[config.mk]
export PLATFORM = sky130hd
export DESIGN_NAME = servo_status_packet_parser_unit_flat
export DESIGN_NICKNAME = d
export VERILOG_FILES = /design/src/rtl/core/sspp_pkg.sv /design/src/rtl/core/sspp_if.sv /design/src/rtl/core/servo_status_packet_parser_unit.sv /design/src/rtl/core/sspp_cfg.sv /design/src/rtl/core/sspp_parse.sv /design/src/rtl/core/sspp_out_reg.sv /design/src/flat_wrapper.sv
export SDC_FILE = /design/constraint.sdc
export NUM_CORES = 1
export LEC_CHECK = 0
export BUFFER_PORTS_ARGS = -buffer_cell sky130_fd_sc_hd__buf_2
export CAP_MARGIN = 20
export CORE_MARGIN = 2
export CORE_UTILIZATION = 35
export DETAILED_ROUTE_END_ITERATION = 8
export GPL_TIMING_DRIVEN = 0
export PLACE_DENSITY = 0.65
export SYNTH_ARGS = -nofsm -noshare
export SYNTH_HDL_FRONTEND = slang
export SYNTH_HIERARCHICAL = 1
export SYNTH_SLANG_ARGS = --single-unit
[constraint.sdc]
create_clock -name clk -period 5.34 [get_ports clk]
set_input_delay 0.267 -clock clk [delete_from_list [all_inputs] [get_ports clk]]
set_output_delay 0.267 -clock clk [all_outputs]
set_load 0.03 [all_outputs]
[src/rtl/core/sspp_pkg.sv]
// Shared types and constants for the servo status packet parser.
// No dependencies; imported by every other RTL file but sspp_if and the macro header.
`default_nettype none

package sspp_pkg;

  localparam logic [7:0] START_BYTE     = 8'hFF;
  localparam logic [7:0] MIN_LENGTH     = 8'd2;
  localparam logic [7:0] MAX_PARAMS_RST = 8'd2;

  localparam int PADDR_W = 3;
  localparam int PDATA_W = 32;

  // Register index taken from paddr[2].
  localparam logic REG_MAX_PARAMS = 1'b0;

  typedef struct packed {
    logic       kind;
    logic [7:0] param_byte;
    logic [7:0] param_index;
    logic [7:0] servo_id;
    logic [7:0] status_error;
    logic       checksum_ok;
    logic       frame_error;
  } res_t;

  localparam logic KIND_PARAM = 1'b0;
  localparam logic KIND_END   = 1'b1;

endpackage

`default_nettype wire

[src/rtl/core/sspp_if.sv]
// Valid/ready channel interfaces for received bytes and parser results.
// Depends on nothing; used by the top level and its environment.
`default_nettype none

interface sspp_in_if;
  logic       valid;
  logic       ready;
  logic [7:0] rx_byte;

  modport source (output valid, output rx_byte, input ready);
  modport sink (input valid, input rx_byte, output ready);
endinterface

interface sspp_out_if;
  logic       valid;
  logic       ready;
  logic       kind;
  logic [7:0] param_byte;
  logic [7:0] param_index;
  logic [7:0] servo_id;
  logic [7:0] status_error;
  logic       checksum_ok;
  logic       frame_error;

  modport source (output valid, output kind, output param_byte, output param_index,
                  output servo_id, output status_error, output checksum_ok,
                  output frame_error, input ready);
  modport sink (input valid, input kind, input param_byte, input param_index,
                input servo_id, input status_error, input checksum_ok,
                input frame_error, output ready);
endinterface

`default_nettype wire

[src/rtl/core/servo_status_packet_parser_unit.sv]
// Servo status packet parser. One received byte is taken per beat on in_ch and
// the packet state is advanced in a single registered pass, so a new byte can be
// accepted every clock cycle while no result is held back. A byte accepted into
// the input register is parsed from there, and any result it produces is loaded
// into the output register, from which it shows on out_ch. Throughput is one
// byte per cycle, set by the parse stage and its state registers, as long as
// out_ch is ready. While a result waits in the output register, a byte that
// produces another result waits in the input register and holds back the input;
// bytes that produce no result keep flowing.
// Depends on sspp_pkg, sspp_if, sspp_cfg, sspp_parse and sspp_out_reg.
`default_nettype none

module servo_status_packet_parser_unit
  import sspp_pkg::*;
(
  input  wire logic               clk,
  input  wire logic               rst_n,
  sspp_in_if.sink                 in_ch,
  sspp_out_if.source              out_ch,
  input  wire logic               psel,
  input  wire logic               penable,
  input  wire logic               pwrite,
  input  wire logic [PADDR_W-1:0] paddr,
  input  wire logic [PDATA_W-1:0] pwdata,
  output logic      [PDATA_W-1:0] prdata,
  output logic                    pready
);

  logic [7:0] max_params;
  logic       slot_free;
  logic       res_valid;
  res_t       res;
  res_t       out_res;

  sspp_cfg u_cfg (
    .clk        (clk),
    .rst_n      (rst_n),
    .psel       (psel),
    .penable    (penable),
    .pwrite     (pwrite),
    .paddr      (paddr),
    .pwdata     (pwdata),
    .prdata     (prdata),
    .pready     (pready),
    .max_params (max_params)
  );

  sspp_parse u_parse (
    .clk        (clk),
    .rst_n      (rst_n),
    .in_valid   (in_ch.valid),
    .in_ready   (in_ch.ready),
    .in_byte    (in_ch.rx_byte),
    .max_params (max_params),
    .slot_free  (slot_free),
    .res_valid  (res_valid),
    .res        (res)
  );

  sspp_out_reg u_out_reg (
    .clk       (clk),
    .rst_n     (rst_n),
    .res_valid (res_valid),
    .res       (res),
    .slot_free (slot_free),
    .out_valid (out_ch.valid),
    .out_ready (out_ch.ready),
    .out_res   (out_res)
  );

  assign out_ch.kind         = out_res.kind;
  assign out_ch.param_byte   = out_res.param_byte;
  assign out_ch.param_index  = out_res.param_index;
  assign out_ch.servo_id     = out_res.servo_id;
  assign out_ch.status_error = out_res.status_error;
  assign out_ch.checksum_ok  = out_res.checksum_ok;
  assign out_ch.frame_error  = out_res.frame_error;

endmodule

`default_nettype wire

[src/rtl/core/sspp_cfg.sv]
// APB-style register file holding the max_params limit.
// Depends on sspp_pkg.
`default_nettype none

module sspp_cfg
  import sspp_pkg::*;
(
  input  wire logic               clk,
  input  wire logic               rst_n,
  input  wire logic               psel,
  input  wire logic               penable,
  input  wire logic               pwrite,
  input  wire logic [PADDR_W-1:0] paddr,
  input  wire logic [PDATA_W-1:0] pwdata,
  output logic      [PDATA_W-1:0] prdata,
  output logic                    pready,
  output logic      [7:0]         max_params
);

  logic [7:0] max_params_r;
  logic       wr_en;

  assign pready = 1'b1;
  assign wr_en  = psel && penable && pwrite && pready;

  always_ff @(posedge clk) begin
    if (!rst_n) begin
      max_params_r <= MAX_PARAMS_RST;
    end else if (wr_en && (paddr[2] == REG_MAX_PARAMS)) begin
      max_params_r <= pwdata[7:0];
    end
  end

  always_comb begin
    prdata = '0;
    unique case (paddr[2])
      REG_MAX_PARAMS: prdata = {{(PDATA_W-8){1'b0}}, max_params_r};
      default:        prdata = '0;
    endcase
  end

  assign max_params = max_params_r;

endmodule

`default_nettype wire

[src/rtl/core/sspp_parse.sv]
// Input byte register, packet state machine and result formation.
// Depends on sspp_pkg; feeds the result register.
`default_nettype none

module sspp_parse
  import sspp_pkg::*;
(
  input  wire logic       clk,
  input  wire logic       rst_n,
  input  wire logic       in_valid,
  output logic            in_ready,
  input  wire logic [7:0] in_byte,
  input  wire logic [7:0] max_params,
  input  wire logic       slot_free,
  output logic            res_valid,
  output res_t            res
);

  typedef enum logic [2:0] {
    PH_HUNT1, PH_HUNT2, PH_ID, PH_LEN, PH_ERR, PH_PARAM, PH_CSUM
  } phase_t;

  phase_t     phase_r, phase_nxt;
  logic       in_v_r, in_v_nxt;
  logic [7:0] in_byte_r;
  logic [7:0] packet_id_r, packet_id_nxt;
  logic [7:0] packet_length_r, packet_length_nxt;
  logic [7:0] error_byte_r, error_byte_nxt;
  logic [7:0] param_count_r, param_count_nxt;
  logic [7:0] running_sum_r, running_sum_nxt;
  logic       emit;
  logic       adv;
  logic       in_fire;
  logic [7:0] count_inc;
  logic [7:0] sum_add;

  assign count_inc = param_count_r + 8'd1;
  assign sum_add   = running_sum_r + in_byte_r;

  always_comb begin
    phase_nxt         = phase_r;
    packet_id_nxt     = packet_id_r;
    packet_length_nxt = packet_length_r;
    error_byte_nxt    = error_byte_r;
    param_count_nxt   = param_count_r;
    running_sum_nxt   = running_sum_r;
    emit              = 1'b0;
    res               = '0;
    unique case (phase_r)
      PH_HUNT2: begin
        phase_nxt = (in_byte_r == START_BYTE) ? PH_ID : PH_HUNT1;
      end
      PH_ID: begin
        if (in_byte_r == START_BYTE) begin
          phase_nxt       = PH_HUNT1;
          emit            = 1'b1;
          res.kind        = KIND_END;
          res.frame_error = 1'b1;
        end else begin
          packet_id_nxt   = in_byte_r;
          running_sum_nxt = in_byte_r;
          phase_nxt       = PH_LEN;
        end
      end
      PH_LEN: begin
        if ((in_byte_r < MIN_LENGTH) || ((in_byte_r - MIN_LENGTH) > max_params)) begin
          phase_nxt       = PH_HUNT1;
          emit            = 1'b1;
          res.kind        = KIND_END;
          res.servo_id    = packet_id_r;
          res.frame_error = 1'b1;
        end else begin
          packet_length_nxt = in_byte_r;
          running_sum_nxt   = sum_add;
          phase_nxt         = PH_ERR;
        end
      end
      PH_ERR: begin
        error_byte_nxt  = in_byte_r;
        running_sum_nxt = sum_add;
        param_count_nxt = '0;
        phase_nxt       = (packet_length_r == MIN_LENGTH) ? PH_CSUM : PH_PARAM;
      end
      PH_PARAM: begin
        running_sum_nxt  = sum_add;
        param_count_nxt  = count_inc;
        if (count_inc >= (packet_length_r - MIN_LENGTH)) begin
          phase_nxt = PH_CSUM;
        end
        emit             = 1'b1;
        res.kind         = KIND_PARAM;
        res.param_byte   = in_byte_r;
        res.param_index  = param_count_r;
        res.servo_id     = packet_id_r;
        res.status_error = error_byte_r;
      end
      PH_CSUM: begin
        phase_nxt        = PH_HUNT1;
        emit             = 1'b1;
        res.kind         = KIND_END;
        res.servo_id     = packet_id_r;
        res.status_error = error_byte_r;
        res.checksum_ok  = (~running_sum_r == in_byte_r);
      end
      default: begin
        // Hunting the first start byte; the unused phase code lands here too.
        phase_nxt = (in_byte_r == START_BYTE) ? PH_HUNT2 : PH_HUNT1;
      end
    endcase
  end

  // A byte that yields a result waits until the result register has room.
  assign adv       = in_v_r && (!emit || slot_free);
  assign res_valid = in_v_r && emit && slot_free;
  assign in_ready  = !in_v_r || adv;
  assign in_fire   = in_valid && in_ready;

  always_comb begin
    in_v_nxt = in_v_r;
    if (in_fire) begin
      in_v_nxt = 1'b1;
    end else if (adv) begin
      in_v_nxt = 1'b0;
    end
  end

  always_ff @(posedge clk) begin
    if (!rst_n) begin
      in_v_r          <= 1'b0;
      phase_r         <= PH_HUNT1;
      packet_id_r     <= '0;
      packet_length_r <= '0;
      error_byte_r    <= '0;
      param_count_r   <= '0;
      running_sum_r   <= '0;
    end else begin
      in_v_r <= in_v_nxt;
      if (adv) begin
        phase_r         <= phase_nxt;
        packet_id_r     <= packet_id_nxt;
        packet_length_r <= packet_length_nxt;
        error_byte_r    <= error_byte_nxt;
        param_count_r   <= param_count_nxt;
        running_sum_r   <= running_sum_nxt;
      end
    end
    if (in_fire) begin
      in_byte_r <= in_byte;
    end
  end

endmodule

`default_nettype wire

[src/rtl/core/sspp_out_reg.sv]
// Result register between the parser logic and the output channel.
// Depends on sspp_pkg.
`default_nettype none

module sspp_out_reg
  import sspp_pkg::*;
(
  input  wire logic clk,
  input  wire logic rst_n,
  input  wire logic res_valid,
  input  res_t      res,
  output logic      slot_free,
  output logic      out_valid,
  input  wire logic out_ready,
  output res_t      out_res
);

  logic out_v_r;
  res_t out_res_r;

  assign slot_free = !out_v_r || out_ready;

  always_ff @(posedge clk) begin
    if (!rst_n) begin
      out_v_r <= 1'b0;
    end else if (res_valid) begin
      out_v_r <= 1'b1;
    end else if (out_ready) begin
      out_v_r <= 1'b0;
    end
    if (res_valid) begin
      out_res_r <= res;
    end
  end

  assign out_valid = out_v_r;
  assign out_res   = out_res_r;

endmodule

`default_nettype wire

[src/flat_wrapper.sv]
// flat-port wrapper written by rule: the top's interface ports become plain ports
module servo_status_packet_parser_unit_flat import sspp_pkg::*;
  (clk, rst_n, psel, penable, pwrite, paddr, pwdata, prdata, pready, in_ch_valid, in_ch_rx_byte, in_ch_ready, out_ch_valid, out_ch_kind, out_ch_param_byte, out_ch_param_index, out_ch_servo_id, out_ch_status_error, out_ch_checksum_ok, out_ch_frame_error, out_ch_ready);
  sspp_in_if in_ch_i ();
  sspp_out_if out_ch_i ();
  input  wire logic clk;
  input  wire logic rst_n;
  input  wire logic psel;
  input  wire logic penable;
  input  wire logic pwrite;
  input  wire logic [PADDR_W-1:0] paddr;
  input  wire logic [PDATA_W-1:0] pwdata;
  output logic      [PDATA_W-1:0] prdata;
  output logic pready;
  input wire logic [$bits(in_ch_i.valid)-1:0] in_ch_valid;
  input wire logic [$bits(in_ch_i.rx_byte)-1:0] in_ch_rx_byte;
  output wire logic [$bits(in_ch_i.ready)-1:0] in_ch_ready;
  output wire logic [$bits(out_ch_i.valid)-1:0] out_ch_valid;
  output wire logic [$bits(out_ch_i.kind)-1:0] out_ch_kind;
  output wire logic [$bits(out_ch_i.param_byte)-1:0] out_ch_param_byte;
  output wire logic [$bits(out_ch_i.param_index)-1:0] out_ch_param_index;
  output wire logic [$bits(out_ch_i.servo_id)-1:0] out_ch_servo_id;
  output wire logic [$bits(out_ch_i.status_error)-1:0] out_ch_status_error;
  output wire logic [$bits(out_ch_i.checksum_ok)-1:0] out_ch_checksum_ok;
  output wire logic [$bits(out_ch_i.frame_error)-1:0] out_ch_frame_error;
  input wire logic [$bits(out_ch_i.ready)-1:0] out_ch_ready;
  assign in_ch_i.valid = in_ch_valid;
  assign in_ch_i.rx_byte = in_ch_rx_byte;
  assign in_ch_ready = in_ch_i.ready;
  assign out_ch_valid = out_ch_i.valid;
  assign out_ch_kind = out_ch_i.kind;
  assign out_ch_param_byte = out_ch_i.param_byte;
  assign out_ch_param_index = out_ch_i.param_index;
  assign out_ch_servo_id = out_ch_i.servo_id;
  assign out_ch_status_error = out_ch_i.status_error;
  assign out_ch_checksum_ok = out_ch_i.checksum_ok;
  assign out_ch_frame_error = out_ch_i.frame_error;
  assign out_ch_i.ready = out_ch_ready;
  servo_status_packet_parser_unit u_core (.clk(clk), .rst_n(rst_n), .in_ch(in_ch_i), .out_ch(out_ch_i), .psel(psel), .penable(penable), .pwrite(pwrite), .paddr(paddr), .pwdata(pwdata), .prdata(prdata), .pready(pready));
endmodule
# Yosys cells after proc, flatten, opt, wreduce, memory -nomap -nowiden
# Index checks and enable logic that the tools add are counted.
[classes]
n_eq_ne = 12
add_sub_neg = 4
magnitude_cmp = 3
bitwise_logic = 4
mux = 23
n_reduce_logical = 26
[op_table]
columns = ["cell", "count"]
rows = [
  ["two-way mux 8 bit", 4],
  ["one-hot mux 8 bit (2 select lines)", 2],
  ["one-hot mux 8 bit (3 select lines)", 1],
  ["one-hot mux 3 bit (6 select lines)", 1],
  ["subtractor 8 x 2 -> 8 bit (second input constant)", 2],
  ["== test 3 bit (second input constant)", 3],
  ["adder 8 x 1 -> 8 bit (second input constant)", 1],
  ["adder 8 bit", 1],
  ["== test 8 x 2 -> 1 bit (second input constant)", 1],
  ["== test 8 bit", 1],
  ["== test 8 bit (second input constant)", 1],
  [">= comparator 8 bit", 1],
  ["> comparator 8 bit", 1],
  ["less-than comparator 8 x 2 -> 1 bit (second input constant)", 1],
  ["inverter 8 bit", 1],
  ["logical AND 1 bit", 7],
  ["two-way mux 1 bit", 7],
  ["== test 3 x 2 -> 1 bit (second input constant)", 2],
  ["two-way mux 2 bit", 3],
  ["two-way mux 3 bit", 2],
  ["inequality test 2 bit (second input constant)", 3],
  ["one-hot mux 1 bit (3 select lines)", 2],
  ["AND reduction 2 bit", 3],
  ["AND reduction 3 bit", 2],
  ["9 further kinds", 19],
]
[word_totals]
wordCells = 89
regBits = 96
output_inout_bits = 70
inputBits = 50

# Longest topological paths before layout
[depth]
ltp_word = 11
ltp_mapped = 14

# Modules after synthesis
# The synthesis kept the hierarchy.
[by_module_without_submodules]
columns = ["mod", "cells_per_inst", "area_each_um2", "seq_area_each_um2", "n_inst"]
rows = [
  ["sspp_parse", 432, 3515.9, 1121.1, 1],
  ["sspp_out_reg", 39, 1099.8, 1071.0, 1],
  ["sspp_cfg", 70, 595.6, 160.2, 1],
]

# Worst setup path before layout
# Ideal clock, no wire load.
[synth_path]
kind = "register -> register"
startpoint = "register u_core.u_parse.in_byte_r[1]"
endpoint = "register u_core.u_out_reg.out_res_r (netlist bit u_core/u_out_reg/out_res[0]), enable pin"
arrival_time_ns = 3.308
slack_ns = 1.635
path_stages_with_launch = 11
t_required_ns = 4.944
setup_ns = 0.396
period_less_slack_ns = 3.705
path_cell_list = "edfxtp_1 > or4_4 > nor2_4 > xor2_1 > ha_1 > nand4_1 > a21oi_1 > o22ai_1 > and2_2 > o221ai_1 > and3_1"
[synth_between]
elab_chain_cells = 7
word_cells_on_any_way = 10
[synth_rtl]
columns = ["item", "line", "rtl"]
rows = [
  ["start: declaration", "sspp_parse.sv:25", "logic [7:0] in_byte_r;"],
  ["start signal: assignment", "sspp_parse.sv:148", "in_byte_r <= in_byte;"],
  ["subtractor 8 x 2 -> 8 bit", "sspp_parse.sv:66", "if ((in_byte_r < MIN_LENGTH) || ((in_byte_r - MIN_LENGTH) > max_params)) begin"],
  ["> comparator 8 bit", "sspp_parse.sv:66", ""],
  ["logical OR 1 bit", "sspp_parse.sv:66", ""],
  ["two-way mux 1 bit", "sspp_parse.sv:66", ""],
  ["one-hot mux 1 bit (3 select lines) (*)", "sspp_parse.sv:49", "unique case (phase_r)"],
  ["logical AND 1 bit (*) (2 in series)", "sspp_parse.sv:114", "assign res_valid = in_v_r && emit && slot_free;"],
  ["via u_core.res_valid", "servo_status_packet_parser_unit.sv:31", "logic res_valid;"],
  ["end signal: assignment", "sspp_out_reg.sv:32", "out_res_r <= res;"],
  ["end: declaration", "sspp_out_reg.sv:19", "res_t out_res_r;"],
]
# Mark *: on every way through the listed nets, which the timed path passes. The rest lies on a longest branch.
# A chain may end at the register's enable or synchronous reset.

# Worst setup path in the final report
[layout_path]
startpoint = "register u_core.u_parse.in_byte_r[1]"
endpoint = "register u_core.u_out_reg.out_res_r (netlist bit u_core/u_out_reg/out_res[4]), enable pin"
# Same word-level chain as after synthesis.

==> impl_summary.md <==
Status
The flow ran to the end, and the final reports show no timing, DRC or antenna violations.

Route
The detailed router placed 4177 vias in this run. The post-route antenna net violation count is 0. The iteration-0 DRC count of the detailed router is 266. The detailed-router iteration count before antenna repair is 7. The routed design has ~12 mm of wire.

The number of design rule violations left after detail routing is 0. In the final routed layout, each cell accounts on average for ~15 um. The via density per instance is 5.01.

CTS
TritonCTS built the clock tree. In this run the deepest clock path goes through 2 buffers. Counting the buffers created by CTS gives 9.

The clock-pin slew on the worst setup and hold paths is 0.07 ns. The setup fix buffers added after clock tree synthesis is 0. The TritonCTS sink count is between 90 and 100. The total of cells resized after clock tree synthesis is 0. CTS built an H-tree with a depth of 3. The number of hold buffers added after CTS was 0. The tree is rooted in a sky130_fd_sc_hd__clkbuf_16.

The source-to-sink clock delay at the later pin of the worst-skew pair is 0.35 ns.

Floorplan
The number of placement rows is 44. The die is 126 um wide. The number of top-level pins is 120.

In this run the vertical extent of the chip is 126 um. The area of the placeable core is around 15000 um^2. For this configuration, the core starts out at a cell density of a little over a third. The floorplan die area is 15900 um^2.

Setup path
In this run the worst path has a maximum fanout of 36. The signal on the critical path passes through inv_1, ha_1, nand2_1, nor3_1, xor2_1, ha_1, nand4_1, a21oi_1, o22ai_1, and2_2, o221ai_1, and3_2. The kind of start point of the critical path is a flip-flop. The startpoint of the most critical register-to-register path is u_core/u_parse/in_byte_r[1]. On the critical path the largest part of the delay comes from simple AND/OR/NAND/NOR gates.

The arrival time of data at the critical path endpoint is approximately 4.0 ns. On the worst path, the slowest cell contributes a delay of between 0.8 and 0.9 ns. The count of buffer and inverter cells on the critical path is 1. STA classifies the critical path endpoint as a flip-flop. The worst setup path is of the reg2reg kind. The origin of the worst setup path is u_core/u_parse/in_byte_r[1]. The cell occurring most often along the worst timing path is sky130_fd_sc_hd__ha_1. The required time reported for the critical path endpoint is 5.32 ns. The critical path's slowest cell is sky130_fd_sc_hd__and3_2.

Placed design
The total of buffers placed on input and output ports is 68. Timing analysis after detailed placement gives a worst setup slack of 1.32 ns. At the end of routability-driven placement, the weighted congestion stood at about 0.86.

After legalization and detailed placement, the total HPWL measured 8.98 mm.

Logic synthesis
The cell count after synthesis is about 540. The number of distinct library cells after synthesis is 69. The share of flip-flops with an asynchronous set or reset is 0%. The proportion of netlist area held by the largest area contributor is 24.8%. The number of enable-type register cells in the synthesized netlist is 43. Summing every instance area after synthesis gives between 5000 and 6000 um^2. Sorting the synthesized cells by area gives the leading types as sky130_fd_sc_hd__edfxtp_1 25%, sky130_fd_sc_hd__dfxtp_1 20%, sky130_fd_sc_hd__ha_1 6.2%.

In this run, synthesis produced a sequential element count of 96. The most used flip-flop cell after synthesis is sky130_fd_sc_hd__dfxtp_1. For this run, the register share of the synthesized area comes to 45.1%.

Yosys printed 6 warnings. The post-synthesis average cell area is around 9.6 um^2. The library cell occupying the most area in the post-synthesis netlist is sky130_fd_sc_hd__edfxtp_1.

Power
For this design the static power due to leakage is roughly 2.8 nW. Dividing total power by cell area gives a power density of about 260 nW/um^2. The maximum VDD drop is 0.131 mV.

Cells and area
Registers take between 2000 and 2500 um^2. The layout cell share with drive strength beyond 1 is 22.7%. The area growth from synthesis to layout is 18.6%.

The filler cell count in the final layout is 1439. In the final design database the tool counted 721 nets. The final antenna diode count is 0. Summing all multi-input logic gate instances after layout gives 2540 um^2.

Hold path
The worst min-delay path category is in2reg. In this run the most critical hold path is launched from in_ch_rx_byte[1].

Timing
The hold violation total from the final report was 0. The final number of max-transition violations was 0. Headroom to the max-slew limit came out at a little over two fifths.

The post-route minimum period is 4.02 ns. The final worst slack is 1.32 ns. The clock arrives with 0.00684 ns of skew.

Setup violations remaining at the end of the flow were counted as 0. The pin slew with the least headroom to its limit is about 0.85 ns. Derived from the worst setup path, the maximum achievable clock frequency is 249 MHz. For the final routed database, the setup TNS stands at 0 ns. The worst path uses 75.3% of the clock period. Setup repair after global routing left no endpoint under its margin.

Global route
The sum of overflow across all layers after global routing is 0. The first global-routing pass estimated 19.7 mm of wire. The number of antenna violations at the first check in global routing is 0. The via count of the first global-routing pass is 4132. Entering global routing, the biggest net connects 37 pins.

Global routing used 15.4% of the available tracks.

Job
The number of violations of the max-capacitance limit is 0.
==> Yosys cell counts (3+ instances only) <==
cell                       count
sky130_fd_sc_hd__xnor2_1       7
sky130_fd_sc_hd__nor4_1        3
sky130_fd_sc_hd__and3_1       21
sky130_fd_sc_hd__nand3_1      15
sky130_fd_sc_hd__buf_6         4
sky130_fd_sc_hd__a21o_1        3
sky130_fd_sc_hd__dfxtp_1      53
sky130_fd_sc_hd__mux2i_1      18
sky130_fd_sc_hd__o21ai_0      18
sky130_fd_sc_hd__clkbuf_1     18
sky130_fd_sc_hd__buf_4        27
sky130_fd_sc_hd__o31ai_1       7
sky130_fd_sc_hd__a211oi_2      4
sky130_fd_sc_hd__nor3_1        7
sky130_fd_sc_hd__o211ai_1      5
sky130_fd_sc_hd__a21oi_1      29
sky130_fd_sc_hd__o211a_1       3
sky130_fd_sc_hd__and2_1       10
sky130_fd_sc_hd__nor2b_1      17
sky130_fd_sc_hd__buf_2         3
sky130_fd_sc_hd__xor2_1       12
sky130_fd_sc_hd__nand2_1      63
sky130_fd_sc_hd__edfxtp_1     43
sky130_fd_sc_hd__and2b_2       8
sky130_fd_sc_hd__inv_1        17
sky130_fd_sc_hd__ha_1         26
sky130_fd_sc_hd__nand4_1       4
sky130_fd_sc_hd__nor2_1       46
==> layout make-up <==
type | count | share of cell area, %
Sequential cell | 96 | 38.1
Clock inverter | 6 | 1.05
Tap cell | 184 | 3.73
Clock buffer | 10 | 3.87
Multi-Input combinational cell | 396 | 41.1
Timing Repair Buffer | 69 | 5.59
Inverter | 19 | 1.15
Buffer | 53 | 5.41
==> path summary, 6_finish.rpt <==
path | to | slack [ns] | cells after the start
setup reg to reg | u_core/u_out_reg/out_res[4] | 1.32 | 12
hold / removal | u_core/u_parse/in_byte_r[1] | 0.09 | 1
hold reg to reg | u_core/u_parse/packet_id_r[5] | 0.46 | 2
setup / recovery | u_core/u_out_reg/out_res[4] | 1.32 | 12
==> kinds of logic (layout without fill, tap and decap cells) <==
| group | count (synthesis) | in the layout | synth area share, % |
|---|---|---|---|
| flops | 96 | 96 | 45.1 |
| fa+ha+maj | 27 | 27 | 6.63 |
| mux | 19 | 19 | 3.67 |
| compound gates | 96 | 96 | 12.9 |
| buf+inv | 72 | 157 | 7.78 |
| other cells | 2 | 25 | 0.144 |
| simple gates | 210 | 210 | 20.6 |
| xor+xnor | 19 | 19 | 3.19 |
==> metrics by stage <==
step	cell area, um^2	util [%]	hold slack, ns	total power, mW	cells
2_1_floorplan	5300	-	0.366	0.896	564
3_3_place_gp	5870	40.4	0.447	0.930	816
3_5_place_dp	5870	40.4	0.445	0.934	817
4_1_cts	6180	42.5	0.0780	1.59	833
5_1_grt	6180	42.5	0.0755	1.64	833
6_report	6180	42.5	0.0892	1.58	833
==> state kept, by name (all words and copies together) (netlist names) <==
register	count
u_core/u_parse/in_byte_r	8
u_core/u_parse/running_sum_r	8
u_core/u_parse/packet_id_r	8
u_core/u_cfg/max_params	8
u_core/u_parse/in_v_r	1
u_core/u_out_reg/out_res	35
u_core/u_parse/packet_length_r	8
u_core/u_out_reg/out_valid	1
u_core/u_parse/error_byte_r	8
u_core/u_parse/phase_r	3
u_core/u_parse/param_count_r	8
==> per-layer routing <==
metal,global-route usage [%],up-vias,share of wire (%)
met4,5.95,0,2.6
met1,17.8,1937,41
met2,27.1,150,50
li1,-,2062,-
met3,4.42,28,6.4
met5,0,-,0
==> cell usage in the layout, fill, tap and decap left out, types with 3 or more instances in the layout <==
cell type / synthesis / routed
sky130_fd_sc_hd__edfxtp_1: 43 / 43
sky130_fd_sc_hd__clkbuf_16: 0 / 9
sky130_fd_sc_hd__and2_1: 10 / 10
sky130_fd_sc_hd__inv_1: 17 / 17
sky130_fd_sc_hd__a21oi_1: 29 / 29
sky130_fd_sc_hd__nand2_1: 63 / 63
sky130_fd_sc_hd__nand3_1: 15 / 15
sky130_fd_sc_hd__mux2i_1: 18 / 18
sky130_fd_sc_hd__nor4_1: 3 / 3
sky130_fd_sc_hd__clkbuf_1: 18 / 18
sky130_fd_sc_hd__o21ai_0: 18 / 18
sky130_fd_sc_hd__and3_1: 21 / 20
sky130_fd_sc_hd__nand4_1: 4 / 4
sky130_fd_sc_hd__dfxtp_1: 53 / 53
sky130_fd_sc_hd__buf_2: 3 / 72
sky130_fd_sc_hd__o211a_1: 3 / 3
sky130_fd_sc_hd__ha_1: 26 / 26
sky130_fd_sc_hd__o31ai_1: 7 / 7
sky130_fd_sc_hd__nor2_1: 46 / 46
sky130_fd_sc_hd__o211ai_1: 5 / 5
sky130_fd_sc_hd__buf_4: 27 / 27
sky130_fd_sc_hd__nor2b_1: 17 / 17
sky130_fd_sc_hd__buf_6: 4 / 4
sky130_fd_sc_hd__xor2_1: 12 / 12
sky130_fd_sc_hd__conb_1: 2 / 25
sky130_fd_sc_hd__and2b_2: 8 / 8
sky130_fd_sc_hd__xnor2_1: 7 / 7
sky130_fd_sc_hd__a211oi_2: 4 / 4
sky130_fd_sc_hd__nor3_1: 7 / 7
sky130_fd_sc_hd__a21o_1: 3 / 3
==> power breakdown <==
part | leakage, nW | switching [mW] | internal, mW | total (mW)
Combinational | 1.72 | 0.0902 | 0.0513 | 0.141
Sequential | 0.911 | 0.00951 | 0.769 | 0.779
Clock | 0.149 | 0.281 | 0.377 | 0.659
==> worst reg2reg max path: cells and delay by family, from the launching register on <==
family / cells / cell delay, ns
buf+inv: 1 / 0.25
xor+xnor: 1 / 0.10
flops: 1 / 0.57
simple gates: 5 / 1.48
compound gates: 3 / 0.67
fa+ha+maj: 2 / 0.56
Note: power is estimated with default switching activity, not from simulation.
